### src/two_table_cuckoo_hash_top_macros.svh
// Assertion helpers for the cuckoo hash controller
`ifndef TWO_TABLE_CUCKOO_HASH_TOP_MACROS_SVH
`define TWO_TABLE_CUCKOO_HASH_TOP_MACROS_SVH

// Check that expr holds in the same cycle as trig
`define CTH_ASSERT_SAME(label, clk, rst_n, trig, expr) \
    label: assert property (@(posedge clk) disable iff (!rst_n) (trig) |-> (expr)) \
        else $error("cuckoo hash check failed");

// Check that expr holds in the cycle after trig
`define CTH_ASSERT_NEXT(label, clk, rst_n, trig, expr) \
    label: assert property (@(posedge clk) disable iff (!rst_n) (trig) |=> (expr)) \
        else $error("cuckoo hash check failed");

`endif

### src/cth_pkg.sv
package cth_pkg;

    localparam int SLOTS_DEF     = 1024;
    localparam int LOG_DEPTH_DEF = 64;
    localparam int KEY_W         = 31;
    localparam int CFG_W         = 11;
    localparam int CFG_RESET     = 1024;
    localparam int IN_W          = 40;
    localparam int OUT_W         = 48;

    // Request kinds
    localparam logic [1:0] ACT_INSERT = 2'd1;
    localparam logic [1:0] ACT_DELETE = 2'd2;

    // Result codes
    localparam logic [2:0] ST_DIRECT   = 3'd0;
    localparam logic [2:0] ST_NOTFOUND = 3'd1;
    localparam logic [2:0] ST_PRESENT  = 3'd2;
    localparam logic [2:0] ST_PLACED   = 3'd3;
    localparam logic [2:0] ST_CYCLE    = 3'd4;
    localparam logic [2:0] ST_LOGFULL  = 3'd5;

    typedef enum logic [3:0] {
        S_CLEAR, S_IDLE, S_HS, S_HD1, S_HD2, S_RD0, S_CK0, S_CK1,
        S_KS, S_KD1, S_KD2, S_LRD, S_LCK, S_KRD, S_KPL, S_FIN
    } state_t;

    typedef struct packed {
        logic       clr_we;
        logic       load_req;
        logic       div_start;
        logic       div_quot;
        logic       div_carry;
        logic       save_kh;
        logic       save_kg;
        logic       save_ch;
        logic       save_cg;
        logic       rd_t1g;
        logic       rd_kick;
        logic       cap0;
        logic       wr_del;
        logic       wr_key_t0h;
        logic       kick_init;
        logic       wr_kick;
        logic       advance;
        logic       log_i_clr;
        logic       log_next;
        logic       log_upd;
        logic       log_app;
        logic       res_we;
        logic [2:0] res_status;
        logic       res_found;
        logic       res_drop;
        logic       drop_prev;
        logic       out_load;
    } cmd_t;

    typedef struct packed {
        logic       clr_done;
        logic       div_done;
        logic [1:0] act;
        logic       hit0;
        logic       hit1;
        logic       t0_valid;
        logic       rvalid;
        logic       log_match;
        logic       log_more;
        logic       log_full;
        logic       cnt3;
        logic       out_free;
    } sts_t;

endpackage

### src/cth_ctrl.sv
`include "two_table_cuckoo_hash_top_macros.svh"

module cth_ctrl (
    input  logic          clk,
    input  logic          rst_n,
    input  logic          s_tvalid,
    output logic          s_tready,
    input  cth_pkg::sts_t sts,
    output cth_pkg::cmd_t cmd
);
    import cth_pkg::*;

    state_t state_reg, state_next;
    logic   found;

    always_ff @(posedge clk or negedge rst_n)
    begin
        if (!rst_n)
        begin
            state_reg <= S_CLEAR;
        end
        else
        begin
            state_reg <= state_next;
        end
    end

    assign found = sts.hit0 || sts.hit1;

    // Sequence table clearing, lookups, evictions and result delivery
    always_comb
    begin
        state_next = state_reg;
        cmd        = '0;
        s_tready   = 1'b0;
        case (state_reg)
            S_CLEAR:
            begin
                cmd.clr_we = 1'b1;
                if (sts.clr_done)
                begin
                    state_next = S_IDLE;
                end
            end
            S_IDLE:
            begin
                s_tready = 1'b1;
                if (s_tvalid)
                begin
                    cmd.load_req = 1'b1;
                    state_next   = S_HS;
                end
            end
            S_HS:
            begin
                cmd.div_start = 1'b1;
                state_next    = S_HD1;
            end
            S_HD1:
            begin
                if (sts.div_done)
                begin
                    cmd.save_kh   = 1'b1;
                    cmd.div_start = 1'b1;
                    cmd.div_quot  = 1'b1;
                    state_next    = S_HD2;
                end
            end
            S_HD2:
            begin
                if (sts.div_done)
                begin
                    cmd.save_kg = 1'b1;
                    state_next  = S_RD0;
                end
            end
            S_RD0:
            begin
                state_next = S_CK0;
            end
            S_CK0:
            begin
                cmd.cap0   = 1'b1;
                cmd.rd_t1g = 1'b1;
                state_next = S_CK1;
            end
            S_CK1:
            begin
                if (sts.act != ACT_INSERT)
                begin
                    cmd.res_we     = 1'b1;
                    cmd.res_found  = 1'b1;
                    cmd.res_status = found ? ST_DIRECT : ST_NOTFOUND;
                    cmd.wr_del     = found && (sts.act == ACT_DELETE);
                    state_next     = S_FIN;
                end
                else if (found)
                begin
                    cmd.res_we     = 1'b1;
                    cmd.res_found  = 1'b1;
                    cmd.res_status = ST_PRESENT;
                    state_next     = S_FIN;
                end
                else if (!sts.t0_valid)
                begin
                    cmd.wr_key_t0h = 1'b1;
                    cmd.res_we     = 1'b1;
                    cmd.res_status = ST_DIRECT;
                    state_next     = S_FIN;
                end
                else
                begin
                    cmd.kick_init = 1'b1;
                    state_next    = S_KS;
                end
            end
            S_KS:
            begin
                cmd.div_start = 1'b1;
                cmd.div_carry = 1'b1;
                state_next    = S_KD1;
            end
            S_KD1:
            begin
                if (sts.div_done)
                begin
                    cmd.save_ch   = 1'b1;
                    cmd.div_start = 1'b1;
                    cmd.div_quot  = 1'b1;
                    state_next    = S_KD2;
                end
            end
            S_KD2:
            begin
                if (sts.div_done)
                begin
                    cmd.save_cg   = 1'b1;
                    cmd.log_i_clr = 1'b1;
                    state_next    = S_LRD;
                end
            end
            S_LRD:
            begin
                state_next = S_LCK;
            end
            S_LCK:
            begin
                if (sts.log_match)
                begin
                    cmd.log_upd = 1'b1;
                    state_next  = S_KRD;
                end
                else if (sts.log_more)
                begin
                    cmd.log_next = 1'b1;
                    state_next   = S_LRD;
                end
                else if (sts.log_full)
                begin
                    cmd.res_we     = 1'b1;
                    cmd.res_status = ST_LOGFULL;
                    cmd.res_drop   = 1'b1;
                    state_next     = S_FIN;
                end
                else
                begin
                    cmd.log_app = 1'b1;
                    state_next  = S_KRD;
                end
            end
            S_KRD:
            begin
                cmd.rd_kick = 1'b1;
                state_next  = S_KPL;
            end
            S_KPL:
            begin
                cmd.wr_kick = 1'b1;
                if (!sts.rvalid)
                begin
                    cmd.res_we     = 1'b1;
                    cmd.res_status = ST_PLACED;
                    state_next     = S_FIN;
                end
                else
                begin
                    cmd.advance = 1'b1;
                    if (sts.cnt3)
                    begin
                        cmd.res_we     = 1'b1;
                        cmd.res_status = ST_CYCLE;
                        cmd.res_drop   = 1'b1;
                        cmd.drop_prev  = 1'b1;
                        state_next     = S_FIN;
                    end
                    else
                    begin
                        state_next = S_KS;
                    end
                end
            end
            S_FIN:
            begin
                if (sts.out_free)
                begin
                    cmd.out_load = 1'b1;
                    state_next   = S_IDLE;
                end
            end
            default:
            begin
                state_next = S_IDLE;
            end
        endcase
    end

    `CTH_ASSERT_NEXT(a_accept_starts_hash, clk, rst_n, s_tvalid && s_tready, state_reg == S_HS)
    `CTH_ASSERT_NEXT(a_result_then_fin, clk, rst_n, cmd.res_we, state_reg == S_FIN)
    `CTH_ASSERT_SAME(a_no_accept_clearing, clk, rst_n, state_reg == S_CLEAR, !s_tready)
    `CTH_ASSERT_NEXT(a_load_then_idle, clk, rst_n, cmd.out_load, state_reg == S_IDLE)

endmodule

### config.mk
export PLATFORM = sky130hd
export DESIGN_NAME = cth_ctrl
export DESIGN_NICKNAME = d
export VERILOG_FILES = /design/src/cth_pkg.sv /design/src/cth_ctrl.sv
export VERILOG_INCLUDE_DIRS = /design/src /design/src/src
export SDC_FILE = /design/constraint.sdc
export NUM_CORES = 1
export LEC_CHECK = 0
export BUFFER_PORTS_ARGS = -buffer_cell sky130_fd_sc_hd__buf_2
export CAP_MARGIN = 20
export CORE_MARGIN = 10
export CORE_UTILIZATION = 38
export DETAILED_ROUTE_END_ITERATION = 12
export GPL_TIMING_DRIVEN = 0
export PLACE_DENSITY = 0.76
export SKIP_LAST_GASP = 1
export SLEW_MARGIN = 5
export SYNTH_ARGS = -nofsm -noshare
export SYNTH_HDL_FRONTEND = slang
export SYNTH_SLANG_ARGS = --single-unit
### constraint.sdc
create_clock -name clk -period 1.5 [get_ports clk]
set_input_delay 0.075 -clock clk [delete_from_list [all_inputs] [get_ports clk]]
set_output_delay 0.075 -clock clk [all_outputs]
set_load 0.01 [all_outputs]
==> results.cfg, run 1 <==
[status]
status = complete, but fails checks
failed_checks = negative setup slack

[timing]
relSlewSlack_pct = 65.9
tightestPinTransition_ns = 0.499
clock_skew_ns = 0.000654
fin_hold_ws_ns = 0.171
slew_violations = 0
finalHoldViolations = 0
fin_crit_ns = 1.83
rsz0062_at_grt = true
fin_ws_ns = -0.326
timing.fmax_mhz = 548
setup_viol = 29
finalCritPeriodShare_pct = 122

[hold_path]
hp-class = input pin to async pin

[logic_synthesis]
ys_ff_latch = 4
synth.largest_area_cell = dfrtp_1
netlist_top_cells_area = dfrtp_1, nor2_1, nor3_1, a211oi_1, nor3b_1
syn_avg_cell_area_um2 = 6.71
synthSimpleGateAreaFrac_pct = 46.6
synth_cell_types = 36
synthCells = 108
synth_top_family_by_area = simple AND/OR/NAND/NOR gates
syn_area_um2 = 724
synth.area.mux_share_pct = 1.38
synth_fa_ha_area_share_pct = 0
synth_compound_area_share_pct = 23.7
ys_seq_area_share_pct = 13.8
synth_nets = 124
yosysWarnings = 0
synth_xor_area_share_pct = 2.42
yosysTopAreaCellShare_pct = 13.8

[clocking]
htree_num_levels = 1
clock_sinks = 4
cts_root_buf = clkbuf_4
cts_buffers = 3
clk_latency_ns = 0.26
clk_pin_slew_ns = 0.05
ctsLongestPathBuffers = 2
cts_tree = done

[die]
dieArea_um2 = 4050
ios = 46
rows = 15
fp.dieW_um = 63.7
core-area_um2 = 1760
dieHeight_um = 63.7
initial_core_util_pct = 41.1

[drt]
viasPerCell = 6.06
routed_wl_um = 4370
dr.pass1.iters = 4
drc_errors = 0
drtIter0Drc = 137
ant_nets = 0
via_count = 1272
wl_per_cell_um = 20.8

[layout]
mostFrequentLayoutCells = buf_2, buf_6, buf_4
final_cells = 210
n_antenna_cell = 0
layout_commonest_cell = buf_2
postLayoutCellArea_um2 = 1540
syn2layout_area_growth_pct = 113
nets = 203
drive_gt1_share_pct = 65.4
largest_reg_flops = 4

[place]
dp_hpwl_um = 2150
portBuffers = 44
place_area_um2 = 981
placed_cells = 177
gp_congestion = 0.870

[global_route]
antenna_found_initial = 0
grt_max_degree = 11
grt_usage_pct = 16.1
overflow = 0
grt_pass1_vias = 1198
grt_pass1_wl_um = 5370

[setup_path]
max_stage_delay_ns = 0.52
critPathCaptureType = flop
criticalPathCategory = flop to flop
cp.arrival_ns = 2.00
required_ns = 1.67
critPathLaunchType = flop
slowest_stage = or4b_4
crit_path_cell_trace = buf_4 -> or4b_4 -> o311a_1 -> o221a_1 -> o22ai_1
cp_max_fo = 6

[power_and_ir_drop]
ir_drop_mv = 1.36
powerDensity_nw_per_um2 = 1670
p_leak_uw = 0.000768

[job]
drv_cap = 0
[worst paths after layout]
path / from / end / slack [ns] / depth (start not counted)
max: state_reg[1] / state_reg[1] / -0.33 / 5
min: rst_n / state_reg[3] / 0.17 / 2
max reg2reg: state_reg[1] / state_reg[1] / -0.33 / 5
min reg2reg: state_reg[1] / state_reg[1] / 0.83 / 3
max in group asynchronous: rst_n / state_reg[1] / 1.20 / 2
min in group clk: sts[0] / state_reg[3] / 0.23 / 3
[report_power, final]
group	total, µW	internal [µW]	switching, µW
sequential	244	165	79.0
combinational	2160	1100	1060
clock	164	91.4	72.2
total	2570	1360	1220
[layer usage]
| metal | up-vias | GRT usage [%] | part of all wire, % |
|---|---|---|---|
| met5 | - | 0 | 0 |
| met4 | 0 | 12.0 | 4.2 |
| met3 | 25 | 4.42 | 10 |
| met2 | 117 | 27.9 | 49 |
| met1 | 577 | 16.0 | 37 |
| li1 | 553 | - | - |
[worst max-delay path, delay by kind of cell (launching register included)]
family	cells	cell delay [ns]
buf+inv	1	0.15
simple gates	1	0.52
flops	1	0.44
compound gates	3	0.62
[cell type report]
type	count	area, µm²
Inverter	7	26.3
Fill cell	92	221
Multi-Input combinational cell	87	702
Sequential cell	4	103
Tap cell	25	31.3
Clock buffer	3	22.5
Timing Repair Buffer	75	564
Buffer	9	93.8
[per-stage QoR]
step,power [µW],setup slack (ns),TNS [ns],util (%)
floorplan,1000,-0.0292,-0.0496,-
global placement,1290,-0.217,-1.04,55.6
detailed placement,1330,-0.238,-1.39,55.6
CTS,1990,-0.155,-1.78,73.6
global route,2670,-0.347,-5.11,87.4
finish,2570,-0.326,-4.14,87.4
[cells in the mapped netlist]
cell and instances:
o221a_1 1, buf_6 1, a21oi_1 4, nor2b_1 1
nor3_1 6, nor3b_1 4, o21ai_0 5, buf_2 4
o22ai_1 3, dfrtp_1 4, nand2_1 6, or4b_4 1
and3_1 4, nand2b_1 4, nand4b_1 2, nor2_1 15
or4bb_1 1, inv_1 7, o211ai_1 2, a21o_1 2
nor4b_2 1, o311a_1 1, o32ai_1 1, mux2i_1 1
or3_1 1, a211o_1 1, clkbuf_1 2, nor4_1 3
a211oi_1 4, or2_2 2, xnor2_1 2, nand3_1 3
buf_4 3, and2_1 4, nand3b_1 1, a2111oi_0 1
[repair_timing]
item	in CTS	in global routing
hold buffers	1	0
pin swaps	7	19
buffers inserted	19	10
hold endpoints to repair	4	0
resized for setup	39	34
gates cloned	0	1
endpoints found under the setup margin	28	28
[kinds of logic (layout without fill, tap and decap cells)]
group	Yosys count	after routing
AOI/OAI and AO/OA	25	25
xor gates and xnor gates	2	2
buffers and inverters	17	94
DFF	4	4
muxes	1	1
and+or+nand+nor	59	59
Note: power is estimated with default switching activity, not from simulation.
==> run 2: changes to the inputs <==
- CORE_UTILIZATION: 38 -> 39
- CTS_BUF_LIST: not set -> sky130_fd_sc_hd__clkbuf_4 sky130_fd_sc_hd__clkbuf_8
- PLACE_DENSITY: 0.76 -> 0.8
==> run 2 against run 1 <==
Sequential share of layout area down 0.20 points. The run still ends with negative setup slack left. Cell area grew 3.2%. Core utilization increased by 3.7 points. Highest routed layer unchanged. Via count is 5.1% higher.
==> results.cfg, run 2 (synthesis gave the netlist of run 1 again) <==
[clocking]
clk_pin_slew_ns = 0.04
cts_tree = done
clock_sinks = 4
cts_root_buf = clkbuf_4
htree_num_levels = 1
ctsLongestPathBuffers = 2
clk_latency_ns = 0.24
cts_buffers = 3

[timing]
setup_viol = 28
timing.fmax_mhz = 551
relSlewSlack_pct = 59.1
rsz0062_at_grt = true
finalHoldViolations = 0
tns_ns = -4.23
fin_hold_ws_ns = 0.211
tightestPinTransition_ns = 0.614
clock_skew_ns = 0.00296
fin_ws_ns = -0.316
fin_crit_ns = 1.82
slew_violations = 0
finalCritPeriodShare_pct = 121

[global_route]
met2_usage_pct = 30.3
grt_util_met1_pct = 18.3
grt_pass1_vias = 1205
grt_max_degree = 11
grt_pass1_wl_um = 5810
overflow = 0
busiest_layer = met2
antenna_found_initial = 0
grt_usage_pct = 17.3
use_met3_pct = 4.77

[drt]
routed_wl_um = 4920
viasPerCell = 6.34
drtIter0Drc = 148
via_count = 1337
drc_errors = 0
wl_per_cell_um = 23.3
ant_nets = 0
dr.pass1.iters = 5

[job]
drv_cap = 0

[place]
portBuffers = 44
dp_hpwl_um = 2070
gp_congestion = 0.868
place_area_um2 = 981
placed_cells = 177

[setup_path]
critPathLaunchType = flop
ff2ff_path_depth = 5
criticalPathCategory = flop to flop
reg2reg_to = state_reg[1]
crit_path_cell_trace = buf_6 -> or4b_4 -> o311a_1 -> o221a_1 -> o22ai_2
critPathCaptureType = flop
rrSetupSlack_ns = -0.32
cp_max_fo = 8
slowest_stage = or4b_4
required_ns = 1.65
cp.arrival_ns = 1.96
crit_cells = 5
max_stage_delay_ns = 0.50
path_delay_family = compound AO/OA/AOI/OAI gates
crit_start = state_reg[3]
path_buf_inv = 1
r2r-start = state_reg[3]

[power_and_ir_drop]
clkPwrFrac_pct = 5.0
intPower_uw = 1450
combPwrFrac_pct = 86.4
p_leak_uw = 0.000776
powerDensity_nw_per_um2 = 1780
p_switching_uw = 1370
seqPwrFrac_pct = 8.7
p_sw_share_pct = 48.6
ir_drop_mv = 1.75

[hold_path]
hp-start = sts[0]
hp-class = input pin to flop
whs_path_depth = 3
whs_endpoint = state_reg[3]

[layout]
final_cells = 211
postLayoutCellArea_um2 = 1590
layout_commonest_cell = buf_2
mostFrequentLayoutCells = buf_2, buf_4, buf_6
syn2layout_area_growth_pct = 120
nets = 204
largest_reg_flops = 4
drive_gt1_share_pct = 69.9
n_antenna_cell = 0

[status]
status = complete, but fails checks
failed_checks = negative setup slack

[die]
initial_core_util_pct = 41.5
rows = 15
ios = 46
fp.dieW_um = 63.1
core-area_um2 = 1750
dieArea_um2 = 3980
dieHeight_um = 63.1
run 2: how the worst max path moves through the flow:
stage and to:
5_1_grt cmd[4], 4_1_cts state_reg[1], 3_3_place_gp cmd[4], 2_1_floorplan state_reg[1], 6_report state_reg[1], 3_5_place_dp cmd[4]
run 2: power groups by stage:
stage | logic, µW | registers, µW | clock network, µW
6_report | 2440 | 244 | 141
5_1_grt | 2530 | 240 | 151
4_1_cts | 1750 | 221 | 131
3_5_place_dp | 1100 | 215 | 0
3_3_place_gp | 1070 | 212 | 0
2_1_floorplan | 804 | 200 | 0
run 2: repair_timing:
action	in CTS	in global routing
cloned	1	0
resized for setup	47	37
buffers inserted	19	13
endpoints found under the hold margin	4	0
endpoints found under the setup margin	26	31
hold buffers	1	0
pin swaps	10	13
run 2: per-stage QoR:
stage	util (%)	setup WS, ns	total power (µW)
6_report	91.2	-0.316	2830
2_1_floorplan	-	-0.0292	1000
3_3_place_gp	56.2	-0.206	1280
5_1_grt	91.2	-0.358	2920
4_1_cts	76.7	-0.182	2110
3_5_place_dp	56.2	-0.241	1320
run 2: tightest hold or removal path, cell delays in order:
cell,delay [ns]
buf_2,0.11
and3_4,0.18
nor2_1,0.05
run 2: final cells by class:
cell class / instances / area (µm²)
multi-input cells: 87 / 769
clock buffers: 3 / 22.5
well taps: 25 / 31.3
inverters: 7 / 26.3
flip-flops and latches: 4 / 103
repair buffers: 78 / 564
fillers: 68 / 154
plain buffers: 7 / 75.1
run 2: layer usage:
metal | share of wire (%) | wire, µm
met2 | 48 | 2380
met4 | 4.6 | 227
met1 | 35 | 1730
met5 | 0 | 0
met3 | 12 | 584
